===== src/sjis_gfe_pkg.sv =====
package sjis_gfe_pkg;

    // result kinds, also used as the item class inside the queue
    typedef enum logic {
        KIND_GLYPH = 1'b0,
        KIND_TEXEL = 1'b1
    } kind_t;

    // configuration register indexes
    localparam logic [1:0] REG_PALETTE_0 = 2'd0;
    localparam logic [1:0] REG_PALETTE_1 = 2'd1;
    localparam logic [1:0] REG_PALETTE_2 = 2'd2;
    localparam logic [1:0] REG_PALETTE_3 = 2'd3;

    localparam logic [15:0] PALETTE_0_RESET = 16'd0;
    localparam logic [15:0] PALETTE_1_RESET = 16'd43338;
    localparam logic [15:0] PALETTE_2_RESET = 16'd48623;
    localparam logic [15:0] PALETTE_3_RESET = 16'd50737;

    // glyph geometry: 6 bytes of 4 pixels per row, 32 rows, 192 bytes per glyph
    localparam logic [2:0]  LAST_COL_BYTE   = 3'd5;
    localparam logic [4:0]  LAST_ROW        = 5'd31;
    localparam logic [3:0]  LAST_PIXEL_BEAT = 4'd3;
    localparam logic [3:0]  LAST_PAD_BEAT   = 4'd11;

    // glyph of the fallback code 0x81a6
    localparam logic [11:0] FALLBACK_INDEX = 12'd101;

    // one classified item waiting for the back end
    typedef struct packed {
        kind_t       kind;
        logic [11:0] glyph_index;
        logic [7:0]  font_byte;
        logic [4:0]  row;
        logic [2:0]  col_byte;
    } work_t;

    function automatic logic [11:0] section_base(input logic [5:0] sect);
        logic [11:0] base;
        case (sect)
            6'd0:  base = 12'h000;
            6'd1:  base = 12'h05E;
            6'd2:  base = 12'h06C;
            6'd3:  base = 12'h0AA;
            6'd4:  base = 12'h0FD;
            6'd5:  base = 12'h153;
            6'd6:  base = 12'h183;
            6'd7:  base = 12'h1C5;
            6'd8:  base = 12'h223;
            6'd9:  base = 12'h281;
            6'd10: base = 12'h2DF;
            6'd11: base = 12'h33D;
            6'd12: base = 12'h39B;
            6'd13: base = 12'h3F9;
            6'd14: base = 12'h457;
            6'd15: base = 12'h4B5;
            6'd16: base = 12'h513;
            6'd17: base = 12'h571;
            6'd18: base = 12'h5CF;
            6'd19: base = 12'h62D;
            6'd20: base = 12'h68B;
            6'd21: base = 12'h6E9;
            6'd22: base = 12'h747;
            6'd23: base = 12'h7A5;
            6'd24: base = 12'h803;
            6'd25: base = 12'h861;
            6'd26: base = 12'h8BF;
            6'd27: base = 12'h91D;
            6'd28: base = 12'h97B;
            6'd29: base = 12'h9D9;
            6'd30: base = 12'hA37;
            6'd31: base = 12'hA95;
            6'd32: base = 12'hAF3;
            6'd33: base = 12'hB51;
            6'd34: base = 12'hBAF;
            6'd35: base = 12'hC0D;
            6'd36: base = 12'hC6B;
            6'd37: base = 12'hCC9;
            6'd38: base = 12'hD27;
            default: base = 12'h000;
        endcase
        return base;
    endfunction

    // shift-jis code to glyph number, fallback glyph for bad codes
    function automatic logic [11:0] glyph_of_code(input logic [15:0] code);
        logic [7:0]  hi;
        logic [7:0]  lo;
        logic [7:0]  row;
        logic [7:0]  sect;
        logic        ok;
        logic [11:0] idx;
        ok = 1'b1;
        hi = code[15:8] + 8'h7f;
        lo = code[7:0] + 8'hc0;
        if (hi >= 8'h6f || (hi >= 8'h1f && hi < 8'h5f))
            ok = 1'b0;
        if (hi >= 8'h1f)
            hi = hi - 8'h40;
        row = {hi[6:0], 1'b0} + 8'h21;
        if (lo >= 8'hbd || lo == 8'h3f)
            ok = 1'b0;
        if (lo < 8'h3f)
            lo = lo + 8'h01;
        if (lo >= 8'h5f)
        begin
            lo  = lo - 8'h3e;
            row = row + 8'h01;
        end
        else
        begin
            lo = lo + 8'h20;
        end
        if (row == 8'h23)
        begin
            // unassigned cells wrap in the 8-bit path
            if (lo >= 8'h61)
                lo = lo - 8'h06;
            if (lo >= 8'h41)
                lo = lo - 8'h07;
            lo = lo - 8'h0f;
        end
        else if (row == 8'h26)
        begin
            if (lo >= 8'h41)
                lo = lo - 8'h08;
        end
        else if (row == 8'h27)
        begin
            if (lo >= 8'h51)
                lo = lo - 8'h0f;
        end
        else if (row >= 8'h28)
        begin
            if (row < 8'h30 || row >= 8'h50)
                ok = 1'b0;
            row = row - 8'h08;
        end
        sect = row - 8'h21;
        if (sect >= 8'd40)
            ok = 1'b0;
        lo  = lo - 8'h21;
        idx = section_base(sect[5:0]) + {4'b0, lo};
        return ok ? idx : FALLBACK_INDEX;
    endfunction

endpackage


===== src/sjis_gfe_front.sv =====
module sjis_gfe_front
    import sjis_gfe_pkg::*;
(
    input  logic        clk,
    input  logic        rst_n,
    input  logic        in_valid,
    output logic        in_ready,
    input  logic        mode,
    input  logic [15:0] sjis_code,
    input  logic [7:0]  font_byte,
    input  logic        queue_full,
    output logic        push,
    output work_t       push_data
);

    // byte counter kept as row and byte-in-row
    logic [4:0] row_reg;
    logic [4:0] row_next;
    logic [2:0] col_reg;
    logic [2:0] col_next;

    assign in_ready = !queue_full;
    assign push     = in_valid && in_ready;

    always_comb
    begin
        push_data.kind        = mode ? KIND_TEXEL : KIND_GLYPH;
        push_data.glyph_index = mode ? 12'd0 : glyph_of_code(sjis_code);
        push_data.font_byte   = font_byte;
        push_data.row         = row_reg;
        push_data.col_byte    = col_reg;
    end

    always_comb
    begin
        row_next = row_reg;
        col_next = col_reg;
        if (push)
        begin
            if (!mode)
            begin
                row_next = 5'd0;
                col_next = 3'd0;
            end
            else if (col_reg == LAST_COL_BYTE)
            begin
                col_next = 3'd0;
                // wraps at 192 bytes
                row_next = (row_reg == LAST_ROW) ? 5'd0 : row_reg + 5'd1;
            end
            else
            begin
                col_next = col_reg + 3'd1;
            end
        end
    end

    always_ff @(posedge clk or negedge rst_n)
    begin
        if (!rst_n)
        begin
            row_reg <= 5'd0;
            col_reg <= 3'd0;
        end
        else
        begin
            row_reg <= row_next;
            col_reg <= col_next;
        end
    end

endmodule


===== src/sjis_gfe_queue.sv =====
module sjis_gfe_queue
    import sjis_gfe_pkg::*;
#(
    parameter int DEPTH = 4
)
(
    input  logic  clk,
    input  logic  rst_n,
    input  logic  push,
    input  work_t push_data,
    output logic  full,
    input  logic  pop,
    output work_t head,
    output logic  empty
);

    localparam int PtrW = (DEPTH > 1) ? $clog2(DEPTH) : 1;
    localparam int CntW = $clog2(DEPTH + 1);
    localparam logic [PtrW-1:0] LastPtr = PtrW'(DEPTH - 1);
    localparam logic [CntW-1:0] FullCount = CntW'(DEPTH);

    work_t           slot_reg [DEPTH];
    logic [PtrW-1:0] wr_ptr_reg;
    logic [PtrW-1:0] wr_ptr_next;
    logic [PtrW-1:0] rd_ptr_reg;
    logic [PtrW-1:0] rd_ptr_next;
    logic [CntW-1:0] count_reg;
    logic [CntW-1:0] count_next;

    assign full  = (count_reg == FullCount);
    assign empty = (count_reg == '0);
    assign head  = slot_reg[rd_ptr_reg];

    always_comb
    begin
        wr_ptr_next = wr_ptr_reg;
        rd_ptr_next = rd_ptr_reg;
        count_next  = count_reg;
        if (push)
            wr_ptr_next = (wr_ptr_reg == LastPtr) ? '0 : wr_ptr_reg + 1'b1;
        if (pop)
            rd_ptr_next = (rd_ptr_reg == LastPtr) ? '0 : rd_ptr_reg + 1'b1;
        if (push && !pop)
            count_next = count_reg + 1'b1;
        else if (pop && !push)
            count_next = count_reg - 1'b1;
    end

    always_ff @(posedge clk or negedge rst_n)
    begin
        if (!rst_n)
        begin
            wr_ptr_reg <= '0;
            rd_ptr_reg <= '0;
            count_reg  <= '0;
        end
        else
        begin
            wr_ptr_reg <= wr_ptr_next;
            rd_ptr_reg <= rd_ptr_next;
            count_reg  <= count_next;
        end
    end

    always_ff @(posedge clk)
    begin
        if (push)
            slot_reg[wr_ptr_reg] <= push_data;
    end

endmodule


===== src/sjis_gfe_back.sv =====
module sjis_gfe_back
    import sjis_gfe_pkg::*;
(
    input  logic        clk,
    input  logic        rst_n,
    input  logic        cfg_write,
    input  logic [1:0]  cfg_index,
    input  logic [15:0] cfg_data,
    input  work_t       head,
    input  logic        empty,
    output logic        pop,
    output logic        out_valid,
    input  logic        out_ready,
    output logic        result_kind,
    output logic [11:0] glyph_index,
    output logic [19:0] font_offset,
    output logic [15:0] texel_color,
    output logic [9:0]  texel_position,
    output logic        last
);

    logic [15:0] palette_reg [4];
    logic [3:0]  beat_reg;
    logic [3:0]  beat_next;
    logic        out_valid_reg;
    logic        out_valid_next;
    logic        kind_reg;
    logic [11:0] glyph_reg;
    logic [19:0] offset_reg;
    logic [15:0] color_reg;
    logic [9:0]  pos_reg;
    logic        last_reg;

    logic        is_texel;
    logic        pad;
    logic        last_beat;
    logic        take;
    logic [1:0]  pixel;
    logic [4:0]  column;
    logic [15:0] color;
    logic [19:0] offset;

    assign is_texel  = (head.kind == KIND_TEXEL);
    assign pad       = (head.col_byte == LAST_COL_BYTE);
    assign last_beat = !is_texel
                       || (pad ? (beat_reg == LAST_PAD_BEAT) : (beat_reg == LAST_PIXEL_BEAT));
    assign take      = (!out_valid_reg || out_ready) && !empty;
    assign pop       = take && last_beat;

    // pixels msb first
    always_comb
    begin
        case (beat_reg[1:0])
            2'd0:    pixel = head.font_byte[7:6];
            2'd1:    pixel = head.font_byte[5:4];
            2'd2:    pixel = head.font_byte[3:2];
            default: pixel = head.font_byte[1:0];
        endcase
    end

    // padding beats land on columns 24..31 since the pad byte is byte 5
    assign column = {head.col_byte, 2'b00} + {1'b0, beat_reg};
    assign color  = (beat_reg <= LAST_PIXEL_BEAT) ? palette_reg[pixel] : 16'd0;
    // index * 192 as two shifted copies
    assign offset = {1'b0, head.glyph_index, 7'b0} + {2'b0, head.glyph_index, 6'b0};

    always_comb
    begin
        beat_next      = beat_reg;
        out_valid_next = out_valid_reg;
        if (take)
        begin
            beat_next      = last_beat ? 4'd0 : beat_reg + 4'd1;
            out_valid_next = 1'b1;
        end
        else if (out_ready)
        begin
            out_valid_next = 1'b0;
        end
    end

    always_ff @(posedge clk or negedge rst_n)
    begin
        if (!rst_n)
        begin
            beat_reg      <= 4'd0;
            out_valid_reg <= 1'b0;
            palette_reg[REG_PALETTE_0] <= PALETTE_0_RESET;
            palette_reg[REG_PALETTE_1] <= PALETTE_1_RESET;
            palette_reg[REG_PALETTE_2] <= PALETTE_2_RESET;
            palette_reg[REG_PALETTE_3] <= PALETTE_3_RESET;
        end
        else
        begin
            beat_reg      <= beat_next;
            out_valid_reg <= out_valid_next;
            if (cfg_write)
                palette_reg[cfg_index] <= cfg_data;
        end
    end

    always_ff @(posedge clk)
    begin
        if (take)
        begin
            kind_reg   <= head.kind;
            glyph_reg  <= is_texel ? 12'd0 : head.glyph_index;
            offset_reg <= is_texel ? 20'd0 : offset;
            color_reg  <= is_texel ? color : 16'd0;
            pos_reg    <= is_texel ? {head.row, column} : 10'd0;
            last_reg   <= last_beat;
        end
    end

    assign out_valid      = out_valid_reg;
    assign result_kind    = kind_reg;
    assign glyph_index    = glyph_reg;
    assign font_offset    = offset_reg;
    assign texel_color    = color_reg;
    assign texel_position = pos_reg;
    assign last           = last_reg;

endmodule


===== src/sjis_glyph_fetch_expand_unit.sv =====
// shift-jis character generator. a code item (mode 0) turns a two-byte
// shift-jis code into a glyph number and its byte offset (glyph * 192) in a
// 2-bit-per-pixel font, and restarts the glyph byte count; bad codes give the
// glyph of code 0x81a6. a font-byte item (mode 1) is the next packed byte of
// the glyph: its four pixels, msb first, leave as argb1555 texels from the four
// palette registers, each with its position row*32+column in a 32x32 tile;
// after the sixth byte of a row, eight zero texels pad columns 24..31. the
// last result of every item carries last. the front end classifies and maps
// codes in the cycle an item is accepted and queues it; the back end sends
// one result per cycle from its output register while out_ready and a queued
// item allow it. a code item gives one result, a font byte four texels, or
// twelve on the last byte of a row. the queue of QUEUE_DEPTH items lets input
// run ahead of a stalled output. palette registers are written by cfg_write
// with cfg_index 0..3; the user must write them only while no item is in
// flight, which is up to the user: the block has no check for it
module sjis_glyph_fetch_expand_unit
    import sjis_gfe_pkg::*;
#(
    parameter int QUEUE_DEPTH = 4
)
(
    input  logic        clk,
    input  logic        rst_n,
    // configuration writes
    input  logic        cfg_write,
    input  logic [1:0]  cfg_index,
    input  logic [15:0] cfg_data,
    // input items
    input  logic        in_valid,
    output logic        in_ready,
    input  logic        mode,
    input  logic [15:0] sjis_code,
    input  logic [7:0]  font_byte,
    // result items
    output logic        out_valid,
    input  logic        out_ready,
    output logic        result_kind,
    output logic [11:0] glyph_index,
    output logic [19:0] font_offset,
    output logic [15:0] texel_color,
    output logic [9:0]  texel_position,
    output logic        last
);

    // front to queue
    logic  push;
    work_t push_data;
    logic  queue_full;
    // queue to back
    logic  pop;
    work_t head;
    logic  queue_empty;

    // classify items, map codes, track the glyph byte position
    sjis_gfe_front u_front (
        .clk        (clk),
        .rst_n      (rst_n),
        .in_valid   (in_valid),
        .in_ready   (in_ready),
        .mode       (mode),
        .sjis_code  (sjis_code),
        .font_byte  (font_byte),
        .queue_full (queue_full),
        .push       (push),
        .push_data  (push_data)
    );

    // decouples intake from result delivery
    sjis_gfe_queue #(
        .DEPTH (QUEUE_DEPTH)
    ) u_queue (
        .clk       (clk),
        .rst_n     (rst_n),
        .push      (push),
        .push_data (push_data),
        .full      (queue_full),
        .pop       (pop),
        .head      (head),
        .empty     (queue_empty)
    );

    // expands each queued item into its results, one per cycle while out_ready allows
    sjis_gfe_back u_back (
        .clk            (clk),
        .rst_n          (rst_n),
        .cfg_write      (cfg_write),
        .cfg_index      (cfg_index),
        .cfg_data       (cfg_data),
        .head           (head),
        .empty          (queue_empty),
        .pop            (pop),
        .out_valid      (out_valid),
        .out_ready      (out_ready),
        .result_kind    (result_kind),
        .glyph_index    (glyph_index),
        .font_offset    (font_offset),
        .texel_color    (texel_color),
        .texel_position (texel_position),
        .last           (last)
    );

endmodule

===== config.mk =====
export PLATFORM = sky130hd
export DESIGN_NAME = sjis_glyph_fetch_expand_unit
export DESIGN_NICKNAME = d
export VERILOG_FILES = /design/src/sjis_gfe_pkg.sv /design/src/sjis_gfe_front.sv /design/src/sjis_gfe_queue.sv /design/src/sjis_gfe_back.sv /design/src/sjis_glyph_fetch_expand_unit.sv
export SDC_FILE = /design/constraint.sdc
export NUM_CORES = 1
export LEC_CHECK = 0
export BUFFER_PORTS_ARGS = -buffer_cell sky130_fd_sc_hd__buf_2
export CORE_MARGIN = 2
export CORE_UTILIZATION = 30
export CTS_BUF_LIST = sky130_fd_sc_hd__clkbuf_8
export DETAILED_ROUTE_END_ITERATION = 12
export PLACE_DENSITY = 0.52
export SYNTH_ARGS = -nofsm -noshare
export SYNTH_HDL_FRONTEND = slang
export SYNTH_SLANG_ARGS = --single-unit
export TNS_END_PERCENT = 1

===== constraint.sdc =====
create_clock -name clk -period 6.2 [get_ports clk]
set_input_delay 0.62 -clock clk [delete_from_list [all_inputs] [get_ports clk]]
set_output_delay 0.62 -clock clk [all_outputs]
set_load 0.1 [all_outputs]

==> metrics.csv <==
stage,metric,value,unit
global_route,grt_pass1_wl,54.4,mm
cts,numCtsBuffers,40,
power,netSwitchingFraction,0.443,
finish,layout.nets,1648,
placement,place_area,0.0176,mm²
sta,hold_viol,0,
floorplan,start_util,0.302,
floorplan,core,0.0486,mm²
cts,hold_buffers,0,
route,routed.top_layer,met4,
synthesis,syn-cell-area,0.0147,mm²
synthesis,yosysUniqueCellTypes,97,
cts,htree_levels,2,
global_route,grt_overflow,0,
sta,worstMarginPinSlew,1080,ps
power,seq_power_share,0.300,
sta,max_clock_freq,161,MHz
setup_path,crit_buf_inv,6,
route,wl,34.4,mm
setup_path,crit_top_cell,buf_4,
power,power_leakage,7.56,nW
setup_path,start_kind,input port,
synthesis,synth.yosys.warnings,0,
synthesis,synth_cells,1199,
route,drt_iter0_drc,557,
job,maxCapViolCount,0,
route,wl_met2,17.3,mm
sta,setup_viol,0,
synthesis,post-synth-top-count-cell,edfxtp_1,
global_route,grt.total_usage,0.133,
power,internal-power,5.01,mW
setup_path,slowest_stage,a311o_2,
finish,syn_to_final_growth,27.3,%
power,peakVddDrop,0.329,mV
sta,fin_worst_skew,37.4,ps
synthesis,synthTopCellsByCount,"169 x edfxtp_1, 88 x nand2_1, 72 x mux2_2",
route,avgRoutedWirePerCell,15.7,µm
setup_path,critPathKind,in2reg,
route,wl_met1,15.5,mm
cts,clock_latency,570,ps
placement,portBuffers,103,
synthesis,synth.top_cell.area_share,0.345,
finish,final_area,0.0187,mm²
global_route,grt_max_degree,85,
setup_path,cp_top_family,compound AO/OA/AOI/OAI gates,
route,ant_nets,0,
finish,post-route-util,0.384,
floorplan,io_pins,110,
placement,dp.cells,2097,
floorplan,dieWidth,225,µm
placement,gp_congestion,0.827,
floorplan,dieArea,0.0507,mm²
sta,period_share,1.00,
setup_path,cp.required,6460,ps
cts,clkTransAtPathRegs,60,ps
global_route,grt_pass1_vias,10500,
setup_path,critPathMaxFanout,6,
worst_hold_path,min_path_type,in2async,
floorplan,rows,81,
synthesis,ys_seq_elements,253,
status,status,finished clean,
sta,maxSlewViolCount,0,
route,via_count,10500,
finish,finalNonFillerCells,2186,
placement,dp_hpwl,24.7,mm
sta,relSlewSlack,0.279,
synthesis,synth_edf_count,169,
route,wl_met3,949,µm
sta,rsz0062_at_grt,yes,
route,drcViolationCount,0,
power,p_sw,3.97,mW
setup_path,critPathMaxStageDelay,430,ps
global_route,antenna_found_initial,0,
setup_path,end_kind,register,
synthesis,synthFlopType,edfxtp_1,
power,power_frac_comb,0.540,
synthesis,async_flop_share,0.332,
route,dr.pass1.iters,4,
floorplan,die_y,225,µm
power,powerDensity,480,mW/mm²
power,clkPwrFrac,0.160,
synthesis,synth-seq-area-share,0.491,
cts,root_buffer,clkbuf_8,
synthesis,synth_top_area_cell,edfxtp_1,
cts,cts_tree,yes,
cts,cts.sinks,253,
route,detail_route.vias_per_cell,4.80,
finish,largest_register_ffs,116,
sta,period_needed,6200,ps
synthesis,synthTopCellsByArea,"edfxtp_1 35%, dfrtp_1 9.7%, mux4_2 6.9%",
setup_path,cp.arrival,6460,ps
cts,cts_buffer_depth,3,
synthesis,syn_area_per_cell,12.3,µm²
finish,fillers,4787,
finish,final_layout_size_suffix_gt1_frac,0.402,
layer usage:
metal / up-vias / track usage
li1: 5165 / -
met1: 5115 / 0.174
met2: 154 / 0.233
met3: 50 / 0.0163
met4: 0 / 0.0378
met5: - / 0
path summary, 6_finish.rpt:
kind                                      endpoint  slack (ps)                  start  cells past startpoint
setup / recovery           u_queue.slot_reg[0][24]           3           sjis_code[7]                     33
hold / removal              u_back.palette_reg[51]         270                  rst_n                      1
setup reg to reg            u_back.font_offset[18]        2300  u_queue.rd_ptr_reg[0]                     16
hold reg to reg               u_queue.count_reg[2]         500   u_queue.count_reg[2]                      1
max in group asynchronous    u_queue.rd_ptr_reg[0]        5180                  rst_n                      1
min in group clk           u_queue.slot_reg[0][10]         270           font_byte[2]                      1
final cells by class:
| class | instances | area (µm²) | share of cell area |
|---|---|---|---|
| timing repair buffer | 336 | 2320 | 0.124 |
| clock buffer | 44 | 606 | 0.0324 |
| clock inverter | 30 | 213 | 0.0114 |
| multi-input combinational | 847 | 7350 | 0.393 |
| tap | 622 | 778 | 0.0416 |
| antenna | 1 | 2.50 | 0.000134 |
| sequential | 253 | 7210 | 0.386 |
| inverter | 53 | 208 | 0.0111 |
placed cells by master, fill, tap and decap left out, types with 8 or more instances in the layout:
cell and n:
nand3_1 22, dfstp_2 27, dfrtp_1 56, nor2_1 59, o22ai_1 9, nand3b_1 8, edfxtp_1 169, a21oi_1 47
o21ai_0 35, clkbuf_8 44, and2_1 14, and3_1 14, nand2_1 87, o31ai_1 10, nand2b_1 16, a21oi_2 8
inv_1 59, nor2b_1 35, buf_2 100, o21ai_1 11, xor2_1 22, ha_1 57, a211oi_1 10, o21a_1 11
xnor2_1 39, a21o_1 9, mux4_2 45, clkinv_1 9, mux2i_1 10, a22o_1 10, buf_4 229, mux2_2 71
nor3_1 16
repair_timing:
item | in CTS | in global routing
setup endpoints to repair | 24 | 28
pin swaps | 9 | 35
gates resized for setup | 15 | 41
setup buffers | 2 | 12
power groups by stage:
stage | Sequential [mW] | Clock, mW | Combinational [mW]
floorplan | 3.96 | 0 | 2.42
global placement | 2.72 | 0 | 4.78
detailed placement | 2.74 | 0 | 4.80
CTS | 2.71 | 1.49 | 4.84
global route | 2.76 | 1.55 | 5.24
finish | 2.70 | 1.44 | 4.85
kinds of logic after synthesis:
kind of cell    count (synthesis)  share of synthesized area
simple gates                  333                      0.122
mux                           131                      0.134
fa+ha+maj                      69                     0.0608
flops                         253                      0.491
xor+xnor                       70                     0.0455
compound gates                238                      0.116
other cells                     1                   0.000255
buf+inv                       104                     0.0309
per-stage QoR:
step	setup slack (ps)	power (mW)	hold slack, ps	setup TNS (ps)
final	2.87	8.98	268	0
after global routing	-336	9.55	240	-6360
after CTS	0.921	9.04	222	0
after detailed placement	-771	7.54	489	-19210
after global placement	-666	7.50	484	-15930
after floorplan	-635	6.38	324	-14150
Note: power is estimated with default switching activity, not from simulation.
